### config.mk
export PLATFORM = sky130hd
export DESIGN_NAME = rational_arith_unit_top
export DESIGN_NICKNAME = d
export VERILOG_FILES = /design/src/sv/rau_pkg.sv /design/src/sv/rau_dp.sv /design/src/sv/rau_ctrl.sv /design/src/sv/rational_arith_unit_top.sv
export SDC_FILE = /design/constraint.sdc
export NUM_CORES = 2
export LEC_CHECK = 0
export ABC_AREA = 1
export ABC_CLOCK_PERIOD_IN_PS = 10500
export BUFFER_PORTS_ARGS = -buffer_cell sky130_fd_sc_hd__buf_2
export CORE_AREA = 2 2 321 323
export CTS_CLUSTER_SIZE = 24
export DETAILED_ROUTE_END_ITERATION = 8
export DIE_AREA = 0 0 323 325
export SETUP_SLACK_MARGIN = 0.2
export SYNTH_ARGS = -nofsm -noshare
export SYNTH_HDL_FRONTEND = slang
export SYNTH_SLANG_ARGS = --single-unit
### constraint.sdc
create_clock -name clk -period 10.5 [get_ports clk]
set_clock_uncertainty 0.05 [all_clocks]
set_input_delay 0.525 -clock clk [delete_from_list [all_inputs] [get_ports clk]]
set_output_delay 0.525 -clock clk [all_outputs]
set_load 0.1 [all_outputs]
### src/sv/rau_pkg.sv
package rau_pkg;

  // Operation codes carried in the mode field.
  localparam logic [1:0] MODE_ADD = 2'd0;
  localparam logic [1:0] MODE_MUL = 2'd1;
  localparam logic [1:0] MODE_CMP = 2'd2;
  localparam logic [1:0] MODE_RSV = 2'd3;

  // Result status codes.
  localparam logic [1:0] ST_OK   = 2'd0;
  localparam logic [1:0] ST_OVF  = 2'd1;
  localparam logic [1:0] ST_ZERO = 2'd2;

  typedef struct packed {
    logic [1:0]         mode;
    logic signed [31:0] x_num;
    logic signed [31:0] x_den;
    logic signed [31:0] y_num;
    logic signed [31:0] y_den;
  } in_word_t;

  typedef struct packed {
    logic signed [31:0] res_num;
    logic signed [31:0] res_den;
    logic [1:0]         status;
  } out_word_t;

  typedef enum logic [4:0] {
    S_IDLE, S_DISP, S_MULN, S_MULD, S_NEGY, S_GSET, S_GREM, S_GFIN,
    S_DMX, S_DMY, S_MXN, S_MYN, S_ADDN, S_MXD, S_DRN, S_DRD, S_OUT
  } ctl_state_t;

  typedef enum logic [2:0] {
    OP_NONE, OP_NEG, OP_ADD, OP_MUL, OP_DIV, OP_GSET, OP_GREM, OP_GFIN
  } dp_op_t;

  typedef enum logic [3:0] {
    R_XN, R_XD, R_YN, R_YD, R_G, R_MX, R_MY, R_SN, R_SD, R_T, R_RN, R_RD
  } reg_sel_t;

  typedef struct packed {
    logic     load;
    logic     go;
    dp_op_t   op;
    reg_sel_t a_sel;
    reg_sel_t b_sel;
    reg_sel_t dst_sel;
    logic     out_load;
  } dp_cmd_t;

  typedef struct packed {
    logic done;
    logic keq;
    logic ka_zero;
    logic g_zero;
    logic mode_mul;
    logic mode_cmp;
  } dp_stat_t;

endpackage

### src/sv/rau_dp.sv
module rau_dp #(
  parameter int W = 32
) (
  input  logic               clk,
  input  logic               rst_n,
  input  rau_pkg::in_word_t  in_data,
  input  rau_pkg::dp_cmd_t   cmd,
  output rau_pkg::dp_stat_t  stat,
  output rau_pkg::out_word_t out_data
);

  localparam int CW = (W > 1) ? $clog2(W) : 1;
  localparam logic [W-1:0] WSIGN = {1'b1, {(W-1){1'b0}}};

  logic [W-1:0] xn_r, xd_r, yn_r, yd_r, g_r, mx_r, my_r, sn_r, sd_r, t_r, rn_r, rd_r;
  logic [1:0]   mode_r;
  logic         ovf_r, zero_r;
  logic [W-1:0] ka_r, kb_r, gb_r;
  logic [2*W:0] p_r;
  logic [W-1:0] dv_r;
  logic [CW-1:0] cnt_r;
  logic         act_r, fin_r, done_r, eneg_r;
  rau_pkg::dp_op_t   eop_r;
  rau_pkg::reg_sel_t edst_r;
  rau_pkg::out_word_t out_r;

  logic [W-1:0] a_val, b_val, ma, mb;

  // Operand selection.
  always_comb begin
    case (cmd.a_sel)
      rau_pkg::R_XN: a_val = xn_r;
      rau_pkg::R_XD: a_val = xd_r;
      rau_pkg::R_YN: a_val = yn_r;
      rau_pkg::R_YD: a_val = yd_r;
      rau_pkg::R_G:  a_val = g_r;
      rau_pkg::R_MX: a_val = mx_r;
      rau_pkg::R_MY: a_val = my_r;
      rau_pkg::R_SN: a_val = sn_r;
      rau_pkg::R_SD: a_val = sd_r;
      rau_pkg::R_T:  a_val = t_r;
      rau_pkg::R_RN: a_val = rn_r;
      rau_pkg::R_RD: a_val = rd_r;
      default:       a_val = '0;
    endcase
    case (cmd.b_sel)
      rau_pkg::R_XN: b_val = xn_r;
      rau_pkg::R_XD: b_val = xd_r;
      rau_pkg::R_YN: b_val = yn_r;
      rau_pkg::R_YD: b_val = yd_r;
      rau_pkg::R_G:  b_val = g_r;
      rau_pkg::R_MX: b_val = mx_r;
      rau_pkg::R_MY: b_val = my_r;
      rau_pkg::R_SN: b_val = sn_r;
      rau_pkg::R_SD: b_val = sd_r;
      rau_pkg::R_T:  b_val = t_r;
      rau_pkg::R_RN: b_val = rn_r;
      rau_pkg::R_RD: b_val = rd_r;
      default:       b_val = '0;
    endcase
  end

  assign ma = a_val[W-1] ? (W'(0) - a_val) : a_val;
  assign mb = b_val[W-1] ? (W'(0) - b_val) : b_val;

  // Combinational operations.
  logic [W-1:0] neg_res, add_res, gfin_res;
  logic         neg_ovf, add_ovf;

  assign neg_res  = W'(0) - a_val;
  assign neg_ovf  = (a_val == WSIGN);
  assign add_res  = a_val + b_val;
  assign add_ovf  = (a_val[W-1] == b_val[W-1]) && (add_res[W-1] != a_val[W-1]);
  assign gfin_res = (ka_r == kb_r) ? gb_r :
                    ((!gb_r[W-1] && (gb_r != '0)) ? kb_r : (W'(0) - kb_r));

  // One step of the shared shift-add multiplier and restoring divider.
  logic [W:0]   mul_sum, div_tmp;
  logic [2*W:0] p_step;

  assign mul_sum = p_r[2*W:W] + (p_r[0] ? {1'b0, dv_r} : '0);
  assign div_tmp = p_r[2*W-1:W-1] - {1'b0, dv_r};

  always_comb begin
    if (eop_r == rau_pkg::OP_MUL) begin
      p_step = {1'b0, mul_sum, p_r[W-1:1]};
    end else if (div_tmp[W]) begin
      p_step = {1'b0, p_r[2*W-2:0], 1'b0};
    end else begin
      p_step = {1'b0, div_tmp[W-1:0], p_r[W-2:0], 1'b1};
    end
  end

  // Final value and overflow of a finished multiply or divide.
  logic [2*W-1:0] prod, lim;
  logic [W-1:0]   quo, eng_res;
  logic           eng_ovf;

  assign prod = p_r[2*W-1:0];
  assign lim  = eneg_r ? {{W{1'b0}}, WSIGN} : {{W{1'b0}}, WSIGN - W'(1)};
  assign quo  = p_r[W-1:0];

  always_comb begin
    if (eop_r == rau_pkg::OP_MUL) begin
      eng_res = eneg_r ? (W'(0) - prod[W-1:0]) : prod[W-1:0];
      eng_ovf = (prod > lim);
    end else begin
      eng_res = eneg_r ? (W'(0) - quo) : quo;
      eng_ovf = !eneg_r && quo[W-1];
    end
  end

  // Register write port.
  logic              wr_en;
  rau_pkg::reg_sel_t wr_sel;
  logic [W-1:0]      wr_val;

  always_comb begin
    wr_en  = 1'b0;
    wr_sel = cmd.dst_sel;
    wr_val = '0;
    if (fin_r && (eop_r != rau_pkg::OP_GREM)) begin
      wr_en  = 1'b1;
      wr_sel = edst_r;
      wr_val = eng_res;
    end else if (cmd.go) begin
      case (cmd.op)
        rau_pkg::OP_NEG: begin
          wr_en  = 1'b1;
          wr_val = neg_res;
        end
        rau_pkg::OP_ADD: begin
          wr_en  = 1'b1;
          wr_val = add_res;
        end
        rau_pkg::OP_GFIN: begin
          wr_en  = 1'b1;
          wr_val = gfin_res;
        end
        default: wr_en = 1'b0;
      endcase
    end
  end

  always_ff @(posedge clk) begin
    if (cmd.load) begin
      xn_r <= W'(in_data.x_num);
      xd_r <= W'(in_data.x_den);
      yn_r <= W'(in_data.y_num);
      yd_r <= W'(in_data.y_den);
    end else if (wr_en) begin
      case (wr_sel)
        rau_pkg::R_XN: xn_r <= wr_val;
        rau_pkg::R_XD: xd_r <= wr_val;
        rau_pkg::R_YN: yn_r <= wr_val;
        rau_pkg::R_YD: yd_r <= wr_val;
        rau_pkg::R_G:  g_r  <= wr_val;
        rau_pkg::R_MX: mx_r <= wr_val;
        rau_pkg::R_MY: my_r <= wr_val;
        rau_pkg::R_SN: sn_r <= wr_val;
        rau_pkg::R_SD: sd_r <= wr_val;
        rau_pkg::R_T:  t_r  <= wr_val;
        rau_pkg::R_RN: rn_r <= wr_val;
        rau_pkg::R_RD: rd_r <= wr_val;
        default: ;
      endcase
    end
  end

  // Mode and status flags of the word in flight.
  always_ff @(posedge clk) begin
    if (cmd.load) begin
      mode_r <= in_data.mode;
      ovf_r  <= 1'b0;
      zero_r <= 1'b0;
    end else begin
      if (fin_r && (eop_r != rau_pkg::OP_GREM) && eng_ovf) begin
        ovf_r <= 1'b1;
      end
      if (cmd.go && (((cmd.op == rau_pkg::OP_NEG) && neg_ovf) ||
                     ((cmd.op == rau_pkg::OP_ADD) && add_ovf))) begin
        ovf_r <= 1'b1;
      end
      if (cmd.go && (cmd.op == rau_pkg::OP_GFIN) && (gfin_res == '0)) begin
        zero_r <= 1'b1;
      end
    end
  end

  // Euclid state: sorted magnitudes and the sign source.
  always_ff @(posedge clk) begin
    if (cmd.go && (cmd.op == rau_pkg::OP_GSET)) begin
      gb_r <= b_val;
      if (ma <= mb) begin
        ka_r <= ma;
        kb_r <= mb;
      end else begin
        ka_r <= mb;
        kb_r <= ma;
      end
    end else if (fin_r && (eop_r == rau_pkg::OP_GREM)) begin
      ka_r <= p_r[2*W-1:W];
      kb_r <= ka_r;
    end
  end

  // Iterative engine: one bit per cycle, then the result is written back.
  always_ff @(posedge clk) begin
    if (!rst_n) begin
      act_r  <= 1'b0;
      fin_r  <= 1'b0;
      done_r <= 1'b0;
    end else begin
      fin_r  <= 1'b0;
      done_r <= fin_r;
      if (cmd.go) begin
        case (cmd.op)
          rau_pkg::OP_MUL, rau_pkg::OP_DIV, rau_pkg::OP_GREM: act_r <= 1'b1;
          default: done_r <= 1'b1;
        endcase
      end else if (act_r && (cnt_r == CW'(W - 1))) begin
        act_r <= 1'b0;
        fin_r <= 1'b1;
      end
    end
  end

  always_ff @(posedge clk) begin
    if (cmd.go) begin
      eop_r  <= cmd.op;
      edst_r <= cmd.dst_sel;
      eneg_r <= a_val[W-1] ^ b_val[W-1];
      cnt_r  <= '0;
      case (cmd.op)
        rau_pkg::OP_MUL: begin
          p_r  <= {{(W+1){1'b0}}, mb};
          dv_r <= ma;
        end
        rau_pkg::OP_DIV: begin
          p_r  <= {{(W+1){1'b0}}, ma};
          dv_r <= mb;
        end
        default: begin
          p_r  <= {{(W+1){1'b0}}, kb_r};
          dv_r <= ka_r;
        end
      endcase
    end else if (act_r) begin
      p_r   <= p_step;
      cnt_r <= cnt_r + CW'(1);
    end
  end

  // Output word register.
  always_ff @(posedge clk) begin
    if (cmd.out_load) begin
      if (zero_r) begin
        out_r.res_num <= '0;
        out_r.res_den <= '0;
        out_r.status  <= rau_pkg::ST_ZERO;
      end else begin
        out_r.res_num <= 32'($signed(rn_r));
        out_r.res_den <= 32'($signed(rd_r));
        out_r.status  <= ovf_r ? rau_pkg::ST_OVF : rau_pkg::ST_OK;
      end
    end
  end

  assign out_data      = out_r;
  assign stat.done     = done_r;
  assign stat.keq      = (ka_r == kb_r);
  assign stat.ka_zero  = (ka_r == '0);
  assign stat.g_zero   = (g_r == '0);
  assign stat.mode_mul = (mode_r == rau_pkg::MODE_MUL);
  assign stat.mode_cmp = mode_r[1];

endmodule

### src/sv/rau_ctrl.sv
module rau_ctrl (
  input  logic              clk,
  input  logic              rst_n,
  input  logic              in_valid,
  output logic              in_stall,
  output logic              out_valid,
  input  logic              out_stall,
  input  rau_pkg::dp_stat_t stat,
  output rau_pkg::dp_cmd_t  cmd
);

  rau_pkg::ctl_state_t state_r, state_nxt;
  logic red_r, red_nxt;
  logic issued_r, issued_nxt;
  logic out_valid_r, out_valid_nxt;
  logic out_free;

  assign out_free = !out_valid_r || !out_stall;

  // Next state.
  always_comb begin
    state_nxt  = state_r;
    red_nxt    = red_r;
    issued_nxt = issued_r;
    if ((state_r != rau_pkg::S_IDLE) && (state_r != rau_pkg::S_DISP) &&
        (state_r != rau_pkg::S_OUT)) begin
      issued_nxt = 1'b1;
    end
    case (state_r)
      rau_pkg::S_IDLE: if (in_valid) state_nxt = rau_pkg::S_DISP;
      rau_pkg::S_DISP: begin
        red_nxt = 1'b0;
        if (stat.mode_mul) begin
          state_nxt = rau_pkg::S_MULN;
        end else if (stat.mode_cmp) begin
          state_nxt = rau_pkg::S_NEGY;
        end else begin
          state_nxt = rau_pkg::S_GSET;
        end
      end
      rau_pkg::S_OUT: if (out_free) state_nxt = rau_pkg::S_IDLE;
      default: begin
        if (issued_r && stat.done) begin
          issued_nxt = 1'b0;
          case (state_r)
            rau_pkg::S_MULN: state_nxt = rau_pkg::S_MULD;
            rau_pkg::S_MULD: begin
              red_nxt   = 1'b1;
              state_nxt = rau_pkg::S_GSET;
            end
            rau_pkg::S_NEGY: state_nxt = rau_pkg::S_GSET;
            rau_pkg::S_GSET, rau_pkg::S_GREM: begin
              if (stat.ka_zero || stat.keq) begin
                state_nxt = rau_pkg::S_GFIN;
              end else begin
                state_nxt = rau_pkg::S_GREM;
              end
            end
            rau_pkg::S_GFIN: begin
              if (stat.g_zero) begin
                state_nxt = rau_pkg::S_OUT;
              end else if (red_r) begin
                state_nxt = rau_pkg::S_DRN;
              end else begin
                state_nxt = rau_pkg::S_DMX;
              end
            end
            rau_pkg::S_DMX:  state_nxt = rau_pkg::S_DMY;
            rau_pkg::S_DMY:  state_nxt = rau_pkg::S_MXN;
            rau_pkg::S_MXN:  state_nxt = rau_pkg::S_MYN;
            rau_pkg::S_MYN:  state_nxt = rau_pkg::S_ADDN;
            rau_pkg::S_ADDN: state_nxt = rau_pkg::S_MXD;
            rau_pkg::S_MXD: begin
              red_nxt   = 1'b1;
              state_nxt = rau_pkg::S_GSET;
            end
            rau_pkg::S_DRN:  state_nxt = rau_pkg::S_DRD;
            rau_pkg::S_DRD:  state_nxt = rau_pkg::S_OUT;
            default:         state_nxt = rau_pkg::S_IDLE;
          endcase
        end
      end
    endcase
  end

  // Datapath commands.
  always_comb begin
    cmd.load     = (state_r == rau_pkg::S_IDLE) && in_valid;
    cmd.go       = 1'b0;
    cmd.op       = rau_pkg::OP_NONE;
    cmd.a_sel    = rau_pkg::R_XN;
    cmd.b_sel    = rau_pkg::R_XN;
    cmd.dst_sel  = rau_pkg::R_T;
    cmd.out_load = (state_r == rau_pkg::S_OUT) && out_free;
    case (state_r)
      rau_pkg::S_MULN: begin
        cmd.op = rau_pkg::OP_MUL;
        cmd.a_sel = rau_pkg::R_XN; cmd.b_sel = rau_pkg::R_YN; cmd.dst_sel = rau_pkg::R_SN;
      end
      rau_pkg::S_MULD: begin
        cmd.op = rau_pkg::OP_MUL;
        cmd.a_sel = rau_pkg::R_XD; cmd.b_sel = rau_pkg::R_YD; cmd.dst_sel = rau_pkg::R_SD;
      end
      rau_pkg::S_NEGY: begin
        cmd.op = rau_pkg::OP_NEG;
        cmd.a_sel = rau_pkg::R_YN; cmd.dst_sel = rau_pkg::R_YN;
      end
      rau_pkg::S_GSET: begin
        cmd.op    = rau_pkg::OP_GSET;
        cmd.a_sel = red_r ? rau_pkg::R_SN : rau_pkg::R_XD;
        cmd.b_sel = red_r ? rau_pkg::R_SD : rau_pkg::R_YD;
      end
      rau_pkg::S_GREM: cmd.op = rau_pkg::OP_GREM;
      rau_pkg::S_GFIN: begin
        cmd.op = rau_pkg::OP_GFIN;
        cmd.dst_sel = rau_pkg::R_G;
      end
      rau_pkg::S_DMX: begin
        cmd.op = rau_pkg::OP_DIV;
        cmd.a_sel = rau_pkg::R_YD; cmd.b_sel = rau_pkg::R_G; cmd.dst_sel = rau_pkg::R_MX;
      end
      rau_pkg::S_DMY: begin
        cmd.op = rau_pkg::OP_DIV;
        cmd.a_sel = rau_pkg::R_XD; cmd.b_sel = rau_pkg::R_G; cmd.dst_sel = rau_pkg::R_MY;
      end
      rau_pkg::S_MXN: begin
        cmd.op = rau_pkg::OP_MUL;
        cmd.a_sel = rau_pkg::R_MX; cmd.b_sel = rau_pkg::R_XN; cmd.dst_sel = rau_pkg::R_T;
      end
      rau_pkg::S_MYN: begin
        cmd.op = rau_pkg::OP_MUL;
        cmd.a_sel = rau_pkg::R_MY; cmd.b_sel = rau_pkg::R_YN; cmd.dst_sel = rau_pkg::R_SN;
      end
      rau_pkg::S_ADDN: begin
        cmd.op = rau_pkg::OP_ADD;
        cmd.a_sel = rau_pkg::R_T; cmd.b_sel = rau_pkg::R_SN; cmd.dst_sel = rau_pkg::R_SN;
      end
      rau_pkg::S_MXD: begin
        cmd.op = rau_pkg::OP_MUL;
        cmd.a_sel = rau_pkg::R_MX; cmd.b_sel = rau_pkg::R_XD; cmd.dst_sel = rau_pkg::R_SD;
      end
      rau_pkg::S_DRN: begin
        cmd.op = rau_pkg::OP_DIV;
        cmd.a_sel = rau_pkg::R_SN; cmd.b_sel = rau_pkg::R_G; cmd.dst_sel = rau_pkg::R_RN;
      end
      rau_pkg::S_DRD: begin
        cmd.op = rau_pkg::OP_DIV;
        cmd.a_sel = rau_pkg::R_SD; cmd.b_sel = rau_pkg::R_G; cmd.dst_sel = rau_pkg::R_RD;
      end
      default: cmd.op = rau_pkg::OP_NONE;
    endcase
    if (cmd.op != rau_pkg::OP_NONE) begin
      cmd.go = !issued_r;
    end
  end

  // Output valid: set when the word is loaded, cleared when it is taken.
  always_comb begin
    out_valid_nxt = out_valid_r && out_stall;
    if (cmd.out_load) begin
      out_valid_nxt = 1'b1;
    end
  end

  always_ff @(posedge clk) begin
    if (!rst_n) begin
      state_r     <= rau_pkg::S_IDLE;
      red_r       <= 1'b0;
      issued_r    <= 1'b0;
      out_valid_r <= 1'b0;
    end else begin
      state_r     <= state_nxt;
      red_r       <= red_nxt;
      issued_r    <= issued_nxt;
      out_valid_r <= out_valid_nxt;
    end
  end

  assign in_stall  = (state_r != rau_pkg::S_IDLE);
  assign out_valid = out_valid_r;

endmodule

### src/sv/rational_arith_unit_top.sv
// Channel | Ports                          | Word type
// input   | in_valid, in_stall, in_data    | rau_pkg::in_word_t
// output  | out_valid, out_stall, out_data | rau_pkg::out_word_t
//
// One word at a time. Multiply, divide and each Euclid remainder step run on one
// shared bit-serial unit. A word needs roughly 7 to 100 such multiplies, divides and
// remainder steps for add and compare, 4 to 50 for multiply; a zero over zero word
// stops early.
// Synchronous active-low reset clears control only.
// A finished word waits in the output register; the next input word is taken meanwhile.
module rational_arith_unit_top #(
  parameter int WORD_BITS = 32
) (
  input  logic               clk,
  input  logic               rst_n,
  input  logic               in_valid,
  output logic               in_stall,
  input  rau_pkg::in_word_t  in_data,
  output logic               out_valid,
  input  logic               out_stall,
  output rau_pkg::out_word_t out_data
);

  rau_pkg::dp_cmd_t  cmd;
  rau_pkg::dp_stat_t stat;

  // Sequencer.
  rau_ctrl u_ctrl (
    .clk       (clk),
    .rst_n     (rst_n),
    .in_valid  (in_valid),
    .in_stall  (in_stall),
    .out_valid (out_valid),
    .out_stall (out_stall),
    .stat      (stat),
    .cmd       (cmd)
  );

  // Registers and arithmetic.
  rau_dp #(.W(WORD_BITS)) u_dp (
    .clk      (clk),
    .rst_n    (rst_n),
    .in_data  (in_data),
    .cmd      (cmd),
    .stat     (stat),
    .out_data (out_data)
  );

endmodule

==> results.cfg <==
[run_status]
status = finished clean

[cells_and_area]
final_area_um2 = 47400
largest_reg_flops = 66
fin_util_pct = 46.8
layout-drive-gt1-share_pct = 10.7
fin_nets = 5526
syn2layout_area_growth_pct = 11.6

[setup_path]
critPathKind = flop to flop
cp-start-kind = flop
slowest_delay_ns = 0.65
startpoint = u_ctrl.state_r[0]
endpoint_kind = flop
crit_top_cell = nand3_1
slowest_stage = nand3_2
r2r_start = u_ctrl.state_r[0]
cp_max_fo = 64
required_ns = 10.84
setup.worst_path.end = u_dp.ka_r[2]
reg2reg_depth = 36
crit_arrival_ns = 8.82
r2r_setup_slack_ns = 2.02
r2r_end = u_dp.ka_r[2]

[die]
floorplan.initialDensity_pct = 41.9
rows = 117
fp.dieH_um = 325
dieArea_um2 = 105000
core_area_um2 = 101000
die_w_um = 323
ios = 202

[clock_network]
tritoncts = done
path_clk_slew_ns = 0.06
numCtsBuffers = 78
cts_htree_levels = 3
root_buffer = clkbuf_16
clock_latency_ns = 0.68
cts_buffer_depth = 3
numClockSinks = 670

[timing]
setup_violations = 0
holdWs_ns = 0.0801
tightest_slew_ns = 1.34
layout_min_cycle_time_ns = 8.48
fin_tns_setup_ns = 0
rsz0062_at_grt = no
slew_headroom_pct = 10.6
fmax_mhz = 118
maxSlewViolCount = 0
hold_viol = 0
fin_crit_sh_pct = 80.8

[logic_synthesis]
syn-num-nets = 5379
syn_area_um2 = 42400
ys_types = 75
synth_edf_count = 652
synthArstFlopShare_pct = 0
yosysWarnings = 0
ys_seq_area_share_pct = 47.0
synthTopCellsByArea = edfxtp_1 (46%), nand2_1 (12%), inv_1 (5.2%)
ys.flop_type = edfxtp_1
synth_area_per_cell_um2 = 8.36
synth_top_area_cell = edfxtp_1
synth_top_area_share_pct = 46.1
syn_inst = 5077
synth_seq_cells = 670

[worst_hold_path]
min_path_cells = 3
hp-class = input pin to flop

[pwr]
irDropWorstVdd_v = 0.000379
leakage_uw = 0.0205
power_density_nw_per_um2 = 332
p_total_uw = 15700

[route]
dr_total_vias = 38100
drc_errors = 0
wire_per_inst_um = 23.7
firstDrtPassIters = 5
drtAntennaViolNets = 0
routed_via_density = 5.72
drt_iter0_drc = 5013
wirelength_um = 158000

[global_route]
grt_pass1_vias = 35500
grt_util_met3_pct = 4.64
gr-total-overflow = 0
grt_usage_pct = 29.5
grt_pass1_wl_um = 232000
antenna_found_initial = 8
use_met1_pct = 41.0
grt_max_degree = 74
busiest_layer = met2
grt_use_met2_pct = 45.6

[placed_design]
portBuffers = 201
place_area_um2 = 44800
gp_congestion = 0.963
dp_hpwl_um = 117000

[job]
max_cap_viol_count = 0
cell usage after synthesis, drive strengths merged, types with 25 or more instances:
| cell type | number |
|---|---|
| o211ai | 41 |
| buf | 88 |
| edfxtp | 652 |
| nor2 | 456 |
| a21oi | 317 |
| o221ai | 44 |
| o22ai | 50 |
| inv | 612 |
| or2 | 25 |
| nor3 | 74 |
| nand2 | 1339 |
| nor4 | 52 |
| a211oi | 37 |
| nand3 | 294 |
| a22oi | 27 |
| xnor2 | 44 |
| xor2 | 89 |
| clkbuf | 112 |
| ha | 165 |
| nand4 | 91 |
| o21ai | 308 |
per-stage QoR:
step,worst slack [ns],cells
4_1_cts,2.21,6654
2_1_floorplan,4.83,5077
3_3_place_gp,2.40,6510
6_report,2.02,6658
5_1_grt,1.48,6655
3_5_place_dp,2.23,6510
critical path: cells and delay by family, from the launching register on:
kind | cells | cell delay [ns]
simple gates | 26 | 4.99
xor+xnor | 1 | 0.19
flops | 1 | 0.48
fa+ha+maj | 2 | 0.50
compound gates | 1 | 0.19
buf+inv | 6 | 1.74
metal layers:
layer | wire, um | vias up
met5 | 10 | -
met4 | 6930 | 2
met3 | 14300 | 312
met2 | 70600 | 1917
met1 | 66000 | 18100
li1 | - | 17700
repair_timing:
action | CTS | global route
gates resized for setup | 0 | 0
hold buffers | 2 | 0
setup buffers | 0 | 0
endpoints found under the hold margin | 2 | 0
logic make-up (layout without fill, tap and decap cells):
| group | after synthesis | count (layout) | share of synthesized area [%] |
|---|---|---|---|
| xor gates and xnor gates | 133 | 133 | 2.74 |
| and+or+nand+nor | 2347 | 2347 | 24.1 |
| AOI/OAI and AO/OA | 938 | 938 | 13.1 |
| adders and majority gates | 168 | 168 | 5.01 |
| buffers and inverters | 821 | 1030 | 8.07 |
| DFF | 670 | 670 | 47.0 |
| other | 0 | 4 | 0 |
power by group:
part / total [uW] / switching, uW / internal, uW
sequential: 4060 / 408 / 3650
combinational: 8860 / 6280 / 2590
clock: 2800 / 1210 / 1590
final cells by class:
| type | instances | area (um^2) |
|---|---|---|
| fill | 10000 | 53900 |
| sequential | 670 | 19900 |
| multi-input combinational | 3586 | 19300 |
| inverter | 619 | 2330 |
| clock buffer | 88 | 2010 |
| tap | 1368 | 1710 |
| timing repair buffer | 269 | 1520 |
| clock inverter | 54 | 569 |
| antenna | 4 | 10.0 |
layout by cell type, fill, tap and decap left out, types with 9 or more instances in the layout:
| cell | instances |
|---|---|
| nand2_1 | 1314 |
| nand3_1 | 262 |
| nor2_2 | 26 |
| o221ai_1 | 44 |
| o21a_1 | 10 |
| clkbuf_16 | 79 |
| buf_2 | 201 |
| clkinv_1 | 26 |
| edfxtp_1 | 652 |
| a22o_1 | 11 |
| nor3_1 | 64 |
| buf_4 | 66 |
| or2_2 | 23 |
| xnor2_1 | 44 |
| clkbuf_1 | 9 |
| dfxtp_1 | 17 |
| nand4_1 | 88 |
| ha_1 | 165 |
| nor2_1 | 408 |
| a32o_1 | 12 |
| clkinv_2 | 16 |
| inv_2 | 23 |
| nand2_2 | 21 |
| inv_1 | 586 |
| a22oi_1 | 27 |
| a21oi_1 | 316 |
| a211oi_1 | 37 |
| o21ai_0 | 279 |
| o21ai_1 | 21 |
| a31oi_1 | 20 |
| o22ai_1 | 50 |
| xor2_1 | 89 |
| o211ai_1 | 41 |
| nand3_2 | 28 |
| nor4_1 | 50 |
| a221oi_1 | 20 |
| nor2_4 | 21 |
worst min-delay path by stage:
stage,from,end
floorplan,u_dp.cnt_r[4],u_dp.cnt_r[4]
global placement,u_dp.cnt_r[4],u_dp.cnt_r[4]
detailed placement,u_dp.cnt_r[4],u_dp.cnt_r[4]
CTS,in_data[81],u_dp.xd_r[17]
global route,in_data[109],u_dp.xn_r[13]
finish,in_data[81],u_dp.xd_r[17]
Power figures use the tool's default switching activity.
